[src/rtl/lcsr_pkg.sv]
`timescale 1ns / 1ps
// lcsr_pkg: shared types and constants of the load cell serial reader
// no dependencies; imported by lcsr_seq, lcsr_post and the top module

package lcsr_pkg;

  // pin sequencer phases
  typedef enum logic [1:0] {
    PH_IDLE,
    PH_WAIT,
    PH_HIGH,
    PH_LOW
  } phase_t;

  // result engine states
  typedef enum logic [2:0] {
    PS_IDLE,
    PS_LDA,
    PS_AVG,
    PS_DIFF,
    PS_LDW,
    PS_WGT,
    PS_FIN
  } post_state_t;

  // configuration register indexes
  typedef enum logic [2:0] {
    REG_SAMPLE_COUNT  = 3'd0,
    REG_READY_TIMEOUT = 3'd1,
    REG_HALF_PERIOD   = 3'd2,
    REG_ZERO_OFFSET   = 3'd3,
    REG_SCALE_DIVISOR = 3'd4
  } cfg_idx_t;

  // per-tick status from the sequencer
  typedef struct packed {
    logic sck;
    logic busy;
    logic run_end;
  } seq_stat_t;

  localparam int CFG_ADDR_W  = 3;
  localparam int CFG_DATA_W  = 32;
  localparam int WAIT_W      = 24;
  localparam int OFS_W       = 32;
  localparam int DIFF_W      = OFS_W + 2;
  localparam int MAG_W       = OFS_W + 1;
  localparam int FRAC_SH     = 24;
  localparam int WGT_W       = 48;
  localparam int RAW_W       = 24;
  localparam int DVS_W       = 32;
  localparam int DVD_W       = MAG_W + FRAC_SH;
  localparam int IN_DATA_W   = 8;
  localparam int OUT_FIELD_W = 3 + RAW_W + WGT_W + 2;
  localparam int OUT_DATA_W  = 80;

  localparam logic [WAIT_W-1:0] RST_READY_TIMEOUT = 24'd600000;
  localparam logic [OFS_W-1:0]  RST_SCALE_DIVISOR = 32'd65536;

  localparam logic [WGT_W-1:0] WGT_MAX = 48'h7FFF_FFFF_FFFF;
  localparam logic [WGT_W-1:0] WGT_MIN = 48'h8000_0000_0000;

endpackage

[src/rtl/lcsr_bit_div.sv]
`timescale 1ns / 1ps
// lcsr_bit_div: restoring divider, one quotient bit per cycle
// depends on nothing but its parameters

module lcsr_bit_div #(
  parameter int DVD_W = 57,
  parameter int DVS_W = 32
) (
  input  logic             clk,
  input  logic             rst_n,
  input  logic             load,
  input  logic [DVD_W-1:0] dividend,
  input  logic [DVS_W-1:0] divisor,
  output logic             busy,
  output logic             done,
  output logic [DVD_W-1:0] quotient
);

  localparam int CNT_W = $clog2(DVD_W + 1);

  logic             busy_r;
  logic             done_r;
  logic [CNT_W-1:0] cnt_r;
  logic [DVS_W-1:0] rem_r;
  logic [DVS_W-1:0] dvs_r;
  logic [DVD_W-1:0] quo_r;

  logic [DVS_W:0]   rem_sh;
  logic [DVS_W+1:0] trial;
  logic             fits;

  // shift in the next dividend bit and try the subtract
  always_comb begin
    rem_sh = {rem_r, quo_r[DVD_W-1]};
    trial  = {1'b0, rem_sh} - {2'b00, dvs_r};
    fits   = !trial[DVS_W+1];
  end

  always_ff @(posedge clk) begin
    if (!rst_n) begin
      busy_r <= 1'b0;
      done_r <= 1'b0;
      cnt_r  <= '0;
    end else begin
      done_r <= busy_r && (cnt_r == CNT_W'(1));
      if (load) begin
        busy_r <= 1'b1;
        cnt_r  <= CNT_W'(DVD_W);
      end else if (busy_r) begin
        cnt_r <= cnt_r - CNT_W'(1);
        if (cnt_r == CNT_W'(1)) begin
          busy_r <= 1'b0;
        end
      end
    end
  end

  always_ff @(posedge clk) begin
    if (load) begin
      quo_r <= dividend;
      rem_r <= '0;
      dvs_r <= divisor;
    end else if (busy_r) begin
      quo_r <= {quo_r[DVD_W-2:0], fits};
      rem_r <= fits ? trial[DVS_W-1:0] : rem_sh[DVS_W-1:0];
    end
  end

  assign busy     = busy_r;
  assign done     = done_r;
  assign quotient = quo_r;

  a_load_starts : assert property (@(posedge clk) disable iff (!rst_n)
    load |=> (busy_r && cnt_r == CNT_W'(DVD_W)))
    else $error("divider did not start a full pass on load");

  a_done_after_pass : assert property (@(posedge clk) disable iff (!rst_n)
    done_r |-> (!busy_r && $past(busy_r)))
    else $error("divider done without a finished pass");

endmodule

[src/rtl/lcsr_seq.sv]
`timescale 1ns / 1ps
// lcsr_seq: per-tick pin sequencer, serial data shift register and sample sum
// depends on lcsr_pkg

module lcsr_seq
  import lcsr_pkg::*;
#(
  parameter int DATA_BITS  = 24,
  parameter int COUNT_BITS = 16
) (
  input  logic                           clk,
  input  logic                           rst_n,
  input  logic                           tick_en,
  input  logic                           dout,
  input  logic                           start_req,
  input  logic                           power_down,
  input  logic [COUNT_BITS-1:0]          sample_count,
  input  logic [WAIT_W-1:0]              ready_timeout,
  input  logic [COUNT_BITS-1:0]          half_period,
  output seq_stat_t                      stat,
  output logic [DATA_BITS+COUNT_BITS-1:0] sum,
  output logic [COUNT_BITS-1:0]          run_n,
  output logic                           run_to
);

  localparam int SUM_W  = DATA_BITS + COUNT_BITS;
  localparam int BIDX_W = $clog2(DATA_BITS + 2);
  localparam logic [DATA_BITS-1:0] SIGN_FLIP = {1'b1, {(DATA_BITS-1){1'b0}}};

  phase_t                phase_r, phase_nxt;
  logic [WAIT_W-1:0]     wait_cnt_r, wait_cnt_nxt;
  logic [COUNT_BITS-1:0] pulse_cnt_r, pulse_cnt_nxt;
  logic [BIDX_W-1:0]     bit_idx_r, bit_idx_nxt;
  logic [DATA_BITS-1:0]  shift_r, shift_nxt;
  logic [SUM_W-1:0]      sum_r, sum_nxt;
  logic [COUNT_BITS-1:0] smp_r, smp_nxt;
  logic                  run_to_r, run_to_nxt;

  logic                  take_sample;
  logic [DATA_BITS-1:0]  end_word;
  logic [BIDX_W-1:0]     bit_inc;
  logic [COUNT_BITS-1:0] smp_inc;
  logic                  sck;
  logic                  run_end;

  // a zero count runs one conversion
  assign run_n = (sample_count == '0) ? COUNT_BITS'(1) : sample_count;

  always_comb begin
    phase_nxt     = phase_r;
    wait_cnt_nxt  = wait_cnt_r;
    pulse_cnt_nxt = pulse_cnt_r;
    bit_idx_nxt   = bit_idx_r;
    shift_nxt     = shift_r;
    sum_nxt       = sum_r;
    smp_nxt       = smp_r;
    run_to_nxt    = run_to_r;
    take_sample   = 1'b0;
    end_word      = '0;
    sck           = 1'b0;
    run_end       = 1'b0;
    bit_inc       = bit_idx_r + BIDX_W'(1);
    smp_inc       = smp_r + COUNT_BITS'(1);

    case (phase_r)
      PH_IDLE: begin
        // power down holds the clock high and blocks a start
        if (power_down) begin
          sck = 1'b1;
        end else if (start_req) begin
          sum_nxt      = '0;
          smp_nxt      = '0;
          run_to_nxt   = 1'b0;
          wait_cnt_nxt = '0;
          phase_nxt    = PH_WAIT;
        end
      end
      PH_WAIT: begin
        if (!dout) begin
          bit_idx_nxt   = '0;
          shift_nxt     = '0;
          pulse_cnt_nxt = COUNT_BITS'(1);
          phase_nxt     = PH_HIGH;
          sck           = 1'b1;
        end else if (wait_cnt_r >= ready_timeout) begin
          // timed-out sample counts as zero, no sign flip
          run_to_nxt  = 1'b1;
          take_sample = 1'b1;
        end else begin
          wait_cnt_nxt = wait_cnt_r + WAIT_W'(1);
        end
      end
      PH_HIGH: begin
        if (pulse_cnt_r < half_period) begin
          pulse_cnt_nxt = pulse_cnt_r + COUNT_BITS'(1);
          sck           = 1'b1;
        end else begin
          phase_nxt = PH_LOW;
        end
      end
      PH_LOW: begin
        // sample in the low tick, msb first; the extra pulse is not sampled
        if (bit_idx_r < BIDX_W'(DATA_BITS)) begin
          shift_nxt = {shift_r[DATA_BITS-2:0], dout};
        end
        bit_idx_nxt = bit_inc;
        if (bit_inc > BIDX_W'(DATA_BITS)) begin
          take_sample = 1'b1;
          end_word    = shift_nxt ^ SIGN_FLIP;
        end else begin
          pulse_cnt_nxt = COUNT_BITS'(1);
          phase_nxt     = PH_HIGH;
          sck           = 1'b1;
        end
      end
      default: begin
        phase_nxt = PH_IDLE;
      end
    endcase

    if (take_sample) begin
      sum_nxt = sum_r + SUM_W'(end_word);
      smp_nxt = smp_inc;
      if (smp_inc >= run_n) begin
        run_end   = 1'b1;
        phase_nxt = PH_IDLE;
      end else begin
        phase_nxt    = PH_WAIT;
        wait_cnt_nxt = '0;
      end
    end
  end

  always_ff @(posedge clk) begin
    if (!rst_n) begin
      phase_r     <= PH_IDLE;
      wait_cnt_r  <= '0;
      pulse_cnt_r <= '0;
      bit_idx_r   <= '0;
      smp_r       <= '0;
      run_to_r    <= 1'b0;
    end else if (tick_en) begin
      phase_r     <= phase_nxt;
      wait_cnt_r  <= wait_cnt_nxt;
      pulse_cnt_r <= pulse_cnt_nxt;
      bit_idx_r   <= bit_idx_nxt;
      smp_r       <= smp_nxt;
      run_to_r    <= run_to_nxt;
    end
  end

  always_ff @(posedge clk) begin
    if (tick_en) begin
      shift_r <= shift_nxt;
      sum_r   <= sum_nxt;
    end
  end

  assign stat.sck     = sck;
  assign stat.busy    = (phase_nxt != PH_IDLE);
  assign stat.run_end = run_end;
  assign sum          = sum_r;
  assign run_to       = run_to_r;

endmodule

[src/rtl/lcsr_post.sv]
`timescale 1ns / 1ps
// lcsr_post: averaging and weight scaling over one shared serial divider
// depends on lcsr_pkg and lcsr_bit_div

module lcsr_post
  import lcsr_pkg::*;
#(
  parameter int DATA_BITS  = 24,
  parameter int COUNT_BITS = 16
) (
  input  logic                            clk,
  input  logic                            rst_n,
  input  logic                            start,
  input  logic [DATA_BITS+COUNT_BITS-1:0] sum,
  input  logic [COUNT_BITS-1:0]           run_n,
  input  logic                            run_to,
  input  logic [OFS_W-1:0]                zero_offset,
  input  logic [DVS_W-1:0]                scale_divisor,
  input  logic                            ack,
  output logic                            busy,
  output logic                            fin,
  output logic [DATA_BITS-1:0]            avg,
  output logic [WGT_W-1:0]                weight,
  output logic                            timed_out,
  output logic                            scale_error
);

  post_state_t state_r, state_nxt;

  logic [DATA_BITS-1:0] avg_latch_r;
  logic [WGT_W-1:0]     wgt_latch_r;
  logic [1:0]           flags_r;
  logic [DIFF_W-1:0]    diff_r;
  logic                 zdiv_r;

  logic                 div_load;
  logic                 div_busy;
  logic                 div_done;
  logic [DVD_W-1:0]     div_dvd;
  logic [DVS_W-1:0]     div_dvs;
  logic [DVD_W-1:0]     quo;

  logic [DIFF_W-1:0]    diff_abs;
  logic [DVS_W-1:0]     scale_mag;
  logic [WGT_W-1:0]     quo_lo;
  logic                 quo_big;
  logic                 neg;
  logic [WGT_W-1:0]     wgt_nxt;

  lcsr_bit_div #(
    .DVD_W (DVD_W),
    .DVS_W (DVS_W)
  ) u_div (
    .clk      (clk),
    .rst_n    (rst_n),
    .load     (div_load),
    .dividend (div_dvd),
    .divisor  (div_dvs),
    .busy     (div_busy),
    .done     (div_done),
    .quotient (quo)
  );

  always_comb begin
    state_nxt = state_r;
    case (state_r)
      PS_IDLE: if (start) state_nxt = PS_LDA;
      PS_LDA:  state_nxt = PS_AVG;
      PS_AVG:  if (div_done) state_nxt = PS_DIFF;
      PS_DIFF: state_nxt = PS_LDW;
      PS_LDW:  state_nxt = PS_WGT;
      PS_WGT:  if (div_done) state_nxt = PS_FIN;
      PS_FIN:  if (ack) state_nxt = PS_IDLE;
      default: state_nxt = PS_IDLE;
    endcase
  end

  // divider operands: sum over count, then |difference| in q24 over |divisor|
  always_comb begin
    neg       = diff_r[DIFF_W-1];
    diff_abs  = neg ? (~diff_r + DIFF_W'(1)) : diff_r;
    scale_mag = scale_divisor[DVS_W-1] ? (~scale_divisor + DVS_W'(1)) : scale_divisor;
    div_load  = (state_r == PS_LDA) || (state_r == PS_LDW);
    if (state_r == PS_LDA) begin
      div_dvd = DVD_W'(sum);
      div_dvs = DVS_W'(run_n);
    end else begin
      div_dvd = {diff_abs[MAG_W-1:0], {FRAC_SH{1'b0}}};
      div_dvs = scale_mag;
    end
  end

  // truncated quotient, saturated to the signed weight range
  always_comb begin
    quo_lo  = quo[WGT_W-1:0];
    quo_big = |quo[DVD_W-1:WGT_W-1];
    if (zdiv_r) begin
      wgt_nxt = neg ? WGT_MIN : WGT_MAX;
    end else if (neg) begin
      wgt_nxt = quo_big ? WGT_MIN : (~quo_lo + WGT_W'(1));
    end else begin
      wgt_nxt = quo_big ? WGT_MAX : quo_lo;
    end
  end

  always_ff @(posedge clk) begin
    if (!rst_n) begin
      state_r     <= PS_IDLE;
      avg_latch_r <= '0;
      wgt_latch_r <= '0;
      flags_r     <= '0;
    end else begin
      state_r <= state_nxt;
      if (state_r == PS_AVG && div_done) begin
        avg_latch_r <= quo[DATA_BITS-1:0];
      end
      if (state_r == PS_WGT && div_done) begin
        wgt_latch_r <= wgt_nxt;
        flags_r     <= {zdiv_r, run_to};
      end
    end
  end

  always_ff @(posedge clk) begin
    if (state_r == PS_DIFF) begin
      diff_r <= DIFF_W'(avg_latch_r)
                - {{(DIFF_W-OFS_W){zero_offset[OFS_W-1]}}, zero_offset};
    end
    if (state_r == PS_LDW) begin
      zdiv_r <= (scale_divisor == '0);
    end
  end

  assign busy        = (state_r != PS_IDLE) || div_busy;
  assign fin         = (state_r == PS_FIN);
  assign avg         = avg_latch_r;
  assign weight      = wgt_latch_r;
  assign timed_out   = flags_r[0];
  assign scale_error = flags_r[1];

endmodule

[src/rtl/load_cell_serial_reader_avg_top.sv]
`timescale 1ns / 1ps
// load_cell_serial_reader_avg_top: stream wrapper, config registers, result register
// depends on lcsr_pkg, lcsr_seq, lcsr_post (and lcsr_bit_div below it)

// Reader for a serial 24-bit load-cell converter. Every input word is one
// 1 us tick carrying the sampled data pin plus start and power-down requests,
// and every input word produces exactly one output word with the serial clock
// level to drive, the busy and done flags and the latched results. On start
// the block runs sample_count conversions: wait for data low (ready_timeout
// ticks, after which the sample counts as zero and timed_out is set), clock
// the data bits msb first with half_period ticks high and one tick low per
// pulse, then one extra pulse. Samples are flipped to offset binary and
// summed; the average and the weight, (average - zero_offset) / |scale_divisor|
// in signed q24 saturated to 48 bits, come out of one bit-serial divider.
// A zero divisor saturates the weight and sets scale_error.
// Rate: ticks that do not finish a run stream at one word per clock while the
// output is taken. The tick that finishes a run waits for the serial divider,
// which produces one quotient bit per cycle and runs once for the average and
// once for the weight, and for its result word to be taken; in_tready stays
// low during that time. Config writes are taken any time and must only be
// issued while no run is in progress.

module load_cell_serial_reader_avg_top
  import lcsr_pkg::*;
#(
  parameter int DATA_BITS  = 24,  // converter word width, 16 to 32
  parameter int COUNT_BITS = 16   // counter width for sample count and half period, 4 to 16
) (
  input  logic                  clk,
  input  logic                  rst_n,
  input  logic                  in_tvalid,
  output logic                  in_tready,
  input  logic [IN_DATA_W-1:0]  in_tdata,   // dout, start_req, power_down, zero pad
  output logic                  out_tvalid,
  input  logic                  out_tready,
  output logic [OUT_DATA_W-1:0] out_tdata,  // sck, busy_res, done_res, raw_average[23:0],
                                            // weight[47:0], timed_out, scale_error, zero pad
  input  logic                  cfg_we,
  input  logic [CFG_ADDR_W-1:0] cfg_addr,
  input  logic [CFG_DATA_W-1:0] cfg_wdata
);

  localparam int SUM_W = DATA_BITS + COUNT_BITS;

  // output word, lowest field last
  typedef struct packed {
    logic             scale_error;
    logic             timed_out;
    logic [WGT_W-1:0] weight;
    logic [RAW_W-1:0] raw_average;
    logic             done_res;
    logic             busy_res;
    logic             sck;
  } out_word_t;

  // configuration registers
  logic [COUNT_BITS-1:0] sample_count_r;
  logic [WAIT_W-1:0]     ready_timeout_r;
  logic [COUNT_BITS-1:0] half_period_r;
  logic [OFS_W-1:0]      zero_offset_r;
  logic [DVS_W-1:0]      scale_divisor_r;

  // result register
  out_word_t out_word_r;
  logic      out_valid_r;

  seq_stat_t             stat;
  logic [SUM_W-1:0]      sum;
  logic [COUNT_BITS-1:0] run_n;
  logic                  run_to;

  logic                  post_busy;
  logic                  post_fin;
  logic [DATA_BITS-1:0]  avg;
  logic [WGT_W-1:0]      weight;
  logic                  timed_out;
  logic                  scale_error;

  logic                  out_free;
  logic                  in_acc;
  out_word_t             tick_word;
  out_word_t             fin_word;

  // config writes, unknown indexes dropped
  always_ff @(posedge clk) begin
    if (!rst_n) begin
      sample_count_r  <= COUNT_BITS'(1);
      ready_timeout_r <= RST_READY_TIMEOUT;
      half_period_r   <= COUNT_BITS'(1);
      zero_offset_r   <= '0;
      scale_divisor_r <= RST_SCALE_DIVISOR;
    end else if (cfg_we) begin
      case (cfg_addr)
        REG_SAMPLE_COUNT:  sample_count_r  <= cfg_wdata[COUNT_BITS-1:0];
        REG_READY_TIMEOUT: ready_timeout_r <= cfg_wdata[WAIT_W-1:0];
        REG_HALF_PERIOD:   half_period_r   <= cfg_wdata[COUNT_BITS-1:0];
        REG_ZERO_OFFSET:   zero_offset_r   <= cfg_wdata[OFS_W-1:0];
        REG_SCALE_DIVISOR: scale_divisor_r <= cfg_wdata[DVS_W-1:0];
        default: ;
      endcase
    end
  end

  // result register frees up when empty or taken this cycle
  assign out_free  = !out_valid_r || out_tready;
  // ticks stall while the post block works on a finished run or the result register is held
  assign in_tready = !post_busy && out_free;
  assign in_acc    = in_tvalid && in_tready;

  lcsr_seq #(
    .DATA_BITS  (DATA_BITS),
    .COUNT_BITS (COUNT_BITS)
  ) u_seq (
    .clk           (clk),
    .rst_n         (rst_n),
    .tick_en       (in_acc),
    .dout          (in_tdata[0]),
    .start_req     (in_tdata[1]),
    .power_down    (in_tdata[2]),
    .sample_count  (sample_count_r),
    .ready_timeout (ready_timeout_r),
    .half_period   (half_period_r),
    .stat          (stat),
    .sum           (sum),
    .run_n         (run_n),
    .run_to        (run_to)
  );

  lcsr_post #(
    .DATA_BITS  (DATA_BITS),
    .COUNT_BITS (COUNT_BITS)
  ) u_post (
    .clk           (clk),
    .rst_n         (rst_n),
    .start         (in_acc && stat.run_end),
    .sum           (sum),
    .run_n         (run_n),
    .run_to        (run_to),
    .zero_offset   (zero_offset_r),
    .scale_divisor (scale_divisor_r),
    .ack           (out_free),
    .busy          (post_busy),
    .fin           (post_fin),
    .avg           (avg),
    .weight        (weight),
    .timed_out     (timed_out),
    .scale_error   (scale_error)
  );

  // plain tick word carries the latched results of the last finished run
  always_comb begin
    tick_word.scale_error = scale_error;
    tick_word.timed_out   = timed_out;
    tick_word.weight      = weight;
    tick_word.raw_average = RAW_W'(avg);
    tick_word.done_res    = 1'b0;
    tick_word.busy_res    = stat.busy;
    tick_word.sck         = stat.sck;

    // run-ending tick: clock low, idle, fresh results
    fin_word          = tick_word;
    fin_word.done_res = 1'b1;
    fin_word.busy_res = 1'b0;
    fin_word.sck      = 1'b0;
  end

  always_ff @(posedge clk) begin
    if (!rst_n) begin
      out_valid_r <= 1'b0;
    end else if (in_acc && !stat.run_end) begin
      out_valid_r <= 1'b1;
    end else if (post_fin && out_free) begin
      out_valid_r <= 1'b1;
    end else if (out_tready) begin
      out_valid_r <= 1'b0;
    end
  end

  always_ff @(posedge clk) begin
    if (in_acc && !stat.run_end) begin
      out_word_r <= tick_word;
    end else if (post_fin && out_free) begin
      out_word_r <= fin_word;
    end
  end

  assign out_tvalid = out_valid_r;
  assign out_tdata  = OUT_DATA_W'(out_word_r);

  a_run_end_stalls : assert property (@(posedge clk) disable iff (!rst_n)
    (in_acc && stat.run_end) |=> !in_tready)
    else $error("input taken while a finished run is being scaled");

  a_fin_word : assert property (@(posedge clk) disable iff (!rst_n)
    (post_fin && out_free) |=> (out_tvalid && out_tdata[2] && !out_tdata[1]))
    else $error("finished run did not show as a done, idle word");

  a_tick_word : assert property (@(posedge clk) disable iff (!rst_n)
    (in_acc && !stat.run_end) |=> (out_tvalid && !out_tdata[2]))
    else $error("plain tick lost or marked done");

endmodule
[config.mk]
export PLATFORM = sky130hd
export DESIGN_NAME = load_cell_serial_reader_avg_top
export DESIGN_NICKNAME = d
export VERILOG_FILES = /design/src/rtl/lcsr_pkg.sv /design/src/rtl/lcsr_bit_div.sv /design/src/rtl/lcsr_seq.sv /design/src/rtl/lcsr_post.sv /design/src/rtl/load_cell_serial_reader_avg_top.sv
export SDC_FILE = /design/constraint.sdc
export NUM_CORES = 1
export LEC_CHECK = 0
export BUFFER_PORTS_ARGS = -buffer_cell sky130_fd_sc_hd__clkbuf_2
export CAP_MARGIN = 20
export CORE_UTILIZATION = 35
export DETAILED_ROUTE_END_ITERATION = 10
export GPL_TIMING_DRIVEN = 0
export PLACE_DENSITY_LB_ADDON = 0.2
export REMOVE_ABC_BUFFERS = 1
export SYNTH_ARGS = -nofsm -noshare
export SYNTH_HDL_FRONTEND = slang
export SYNTH_HIERARCHICAL = 1
export SYNTH_SLANG_ARGS = --single-unit
[constraint.sdc]
create_clock -name clk -period 6.5 [get_ports clk]
set_input_delay 1.3 -clock clk [delete_from_list [all_inputs] [get_ports clk]]
set_output_delay 1.3 -clock clk [all_outputs]
set_load 0.02 [all_outputs]
==> results.sh <==
export IMPL_status="finished clean"
export IMPL_cts_tree="yes"
export IMPL_port_buffers=121
export IMPL_ys_warn_count=6
export IMPL_synth_edf_count=263
export IMPL_critPathMaxFanout=40
export IMPL_dp_final_hpwl_um=68100
export IMPL_num_io_pins=130
export IMPL_antenna_found_initial=3
export IMPL_rsz0062_at_grt="false"
export IMPL_hold_viol_final=0
export IMPL_arrival_ns=5.83
export IMPL_track_usage=0.195
export IMPL_die_x_um=305
export IMPL_async_flop_share=0
export IMPL_ant_nets=0
export IMPL_viasPerCell=5.41
export IMPL_ys_types=103
export IMPL_fmax_mhz=181
export IMPL_worstSetupEndpointType="register"
export IMPL_hold_path_class="reg -> reg"
export IMPL_p_per_area_mw_per_mm2=235
export IMPL_place_gp_congestion=0.885
export IMPL_final_fill_count=9041
export IMPL_hold_buffers=0
export IMPL_seq_area_frac_synth=0.435
export IMPL_num_antenna_cells=0
export IMPL_startpoint_type="register"
export IMPL_required_ns=6.81
export IMPL_finalMaxSlewViolations=0
export IMPL_cts_setup_buffers=0
export IMPL_clk_latency_ns=0.63
export IMPL_grt_pass1_wl_um=144000
export IMPL_die_height_um=305
export IMPL_post_route_min_period_ns=5.52
export IMPL_irDropWorstVdd_v=0.000184
export IMPL_firstDrtPassIters=6
export IMPL_max_cap_violations=0
export IMPL_syn_avg_cell_area_um2=9.07
export IMPL_path_clk_slew_ns=0.06
export IMPL_synth_main_ff_cell="dfxtp_1"
export IMPL_cts_sinks=566
export IMPL_worst_hold_slack_ns=0.446
export IMPL_synth_seq_cells=566
export IMPL_final_core_util=0.404
export IMPL_cts_htree_levels=3
export IMPL_finalCritPeriodShare=0.849
export IMPL_drt_iter0_markers=1923
export IMPL_clockBufferDepth=3
export IMPL_area_delta_synth_final_pct=13.6
export IMPL_cts_buffers=67
export IMPL_coreArea_mm2=0.0904
export IMPL_slew_headroom=0.264
export IMPL_vias=26000
export IMPL_synth_area_mm2=0.0321
export IMPL_syn_inst=3540
export IMPL_grt_start_max_net_pins=124
export IMPL_nNetsFinal=3771
export IMPL_grt_pass1_vias=24700
export IMPL_setup_viol=0
export IMPL_start_util=0.355
export IMPL_floorplan_rows=110
export IMPL_path_class="reg -> reg"
export IMPL_die_area_mm2=0.0930
export IMPL_clock_skew_ns=0.0345
export IMPL_wire_per_inst_um=19.2
export IMPL_worstMarginPinSlew_ns=1.09
export IMPL_overflow=0
export IMPL_leakagePower_nw=13.9
export IMPL_wirelength_um=92200
export IMPL_drive_gt1_frac=0.113
export IMPL_clockRootBuffer="clkbuf_16"
export IMPL_cts_resized_gates=0
export IMPL_drc=0
[logic make-up after synthesis]
logic type	after synthesis	synth area share
flops	566	0.435
simple gates	1348	0.208
fa+ha+maj	148	0.0584
buf+inv	360	0.0463
xor+xnor	180	0.0491
compound gates	831	0.168
mux	106	0.0355
other cells	1	0.000117
[where the power goes]
group	total [W]	switching, W	internal (W)
sequential	0.00386	0.0000559	0.00380
combinational	0.000858	0.000544	0.000314
clock	0.00386	0.00159	0.00227
total	0.00857	0.00219	0.00639
[stage by stage]
stage | area, µm² | instances | power (W) | TNS [ns] | setup WS [ns]
CTS | 36400 | 4800 | 0.00867 | 0 | 1.03
global route | 36500 | 4805 | 0.00891 | 0 | 0.673
detailed placement | 34100 | 4677 | 0.00478 | 0 | 1.06
finish | 36500 | 4805 | 0.00857 | 0 | 0.981
global placement | 33300 | 4638 | 0.00477 | -2530.78 | -14.77
floorplan | 31200 | 3341 | 0.00450 | -822.06 | -6.28
[layer usage]
metal | share of wire | vias up | track usage
met2 | 0.44 | 656 | 0.301
met1 | 0.48 | 12300 | 0.277
met5 | 0 | - | 0
met3 | 0.051 | 133 | 0.0272
met4 | 0.035 | 0 | 0.0708
li1 | - | 12900 | -
[state kept, by name, indices dropped and copies added (netlist names), 32 cells and up]
register / cells
u_post/u_div/quotient: 57
u_post/u_div/rem_r: 32
out_tdata: 77
u_post/diff_r: 33
zero_offset_r: 32
u_post/u_div/dvs_r: 32
scale_divisor_r: 32
u_post/weight: 48
u_seq/sum: 40
[critical path, cell delays in order (launching register included)]
cell	delay (ns)
dfxtp_1	0.41
and3_1	0.23
and3_1	0.31
and3_1	0.23
and3_1	0.28
nand3_1	0.12
xnor2_1	0.22
ha_1	0.29
a21oi_1	0.13
o21ai_0	0.11
a21oi_1	0.23
o31ai_2	0.25
and2_1	0.29
or3b_1	0.47
a21oi_4	0.75
buf_16	0.25
buf_16	0.18
buf_12	0.20
buf_12	0.21
[final timing paths]
path	start	endpoint	slack, ns	cells past startpoint
setup / recovery	u_seq/smp_r[2]	out_tdata[21]	0.98	18
hold / removal	u_post/weight[43]	u_post/weight[43]	0.45	2
setup reg to reg	u_seq/smp_r[2]	out_tdata[21]	0.98	18
hold reg to reg	u_post/weight[43]	u_post/weight[43]	0.45	2
[Yosys cell counts (14+ instances only)]
| cell type | count | area share |
|---|---|---|
| a21o_1 | 36 | 0.0084 |
| nand3_1 | 203 | 0.032 |
| and2_1 | 131 | 0.026 |
| clkbuf_1 | 149 | 0.017 |
| mux2i_1 | 44 | 0.014 |
| o31ai_1 | 32 | 0.0075 |
| nand2b_1 | 16 | 0.0031 |
| nand4_1 | 32 | 0.0062 |
| nor2b_1 | 22 | 0.0043 |
| nand2_1 | 366 | 0.043 |
| or3_1 | 39 | 0.0076 |
| o211ai_1 | 22 | 0.0051 |
| a21oi_1 | 187 | 0.029 |
| a2111oi_0 | 14 | 0.0038 |
| o21ai_0 | 269 | 0.042 |
| inv_1 | 158 | 0.018 |
| a211oi_1 | 21 | 0.0049 |
| xor2_1 | 109 | 0.030 |
| o21a_1 | 21 | 0.0049 |
| or2_2 | 14 | 0.0027 |
| and3_1 | 41 | 0.0080 |
| buf_1 | 18 | 0.0021 |
| ha_1 | 145 | 0.057 |
| mux2_2 | 62 | 0.022 |
| nor2_1 | 273 | 0.032 |
| buf_2 | 15 | 0.0023 |
| edfxtp_1 | 263 | 0.25 |
| nor4_1 | 33 | 0.0064 |
| o21ai_1 | 21 | 0.0033 |
| a31oi_1 | 36 | 0.0070 |
| nor3_1 | 89 | 0.014 |
| dfxtp_1 | 303 | 0.19 |
| xnor2_1 | 71 | 0.019 |
| a311oi_2 | 14 | 0.0065 |
| or4_1 | 18 | 0.0042 |
[placed cells by master, fill, tap and decap left out, drive strengths merged, types with 14 or more instances in the layout]
| master | instances |
|---|---|
| nand2 | 366 |
| or2 | 17 |
| nor4 | 34 |
| mux2i | 44 |
| and2 | 131 |
| ha | 145 |
| o211ai | 23 |
| a211oi | 21 |
| dfxtp | 303 |
| mux2 | 62 |
| nor2 | 273 |
| a311oi | 19 |
| clkbuf | 212 |
| o31ai | 35 |
| and3 | 44 |
| a21oi | 189 |
| xnor2 | 71 |
| a31oi | 37 |
| nand2b | 16 |
| nor2b | 22 |
| xor2 | 109 |
| or4 | 20 |
| nand3 | 203 |
| clkinv | 20 |
| inv | 163 |
| nand4 | 32 |
| o21ai | 290 |
| or3 | 42 |
| nor3 | 91 |
| edfxtp | 263 |
| a2111oi | 14 |
| o21a | 21 |
| buf | 44 |
| a21o | 36 |
[area by class of cell]
class / instances / area [µm²] / share of cell area
Clock inverter: 32 / 405 / 0.0111
Inverter: 159 / 598 / 0.0164
Sequential cell: 566 / 14000 / 0.383
Timing Repair Buffer: 165 / 1450 / 0.0398
Multi-Input combinational cell: 2616 / 16700 / 0.459
Clock buffer: 91 / 1860 / 0.0509
Tap cell: 1176 / 1470 / 0.0403
Note: power is estimated with default switching activity, not from simulation.
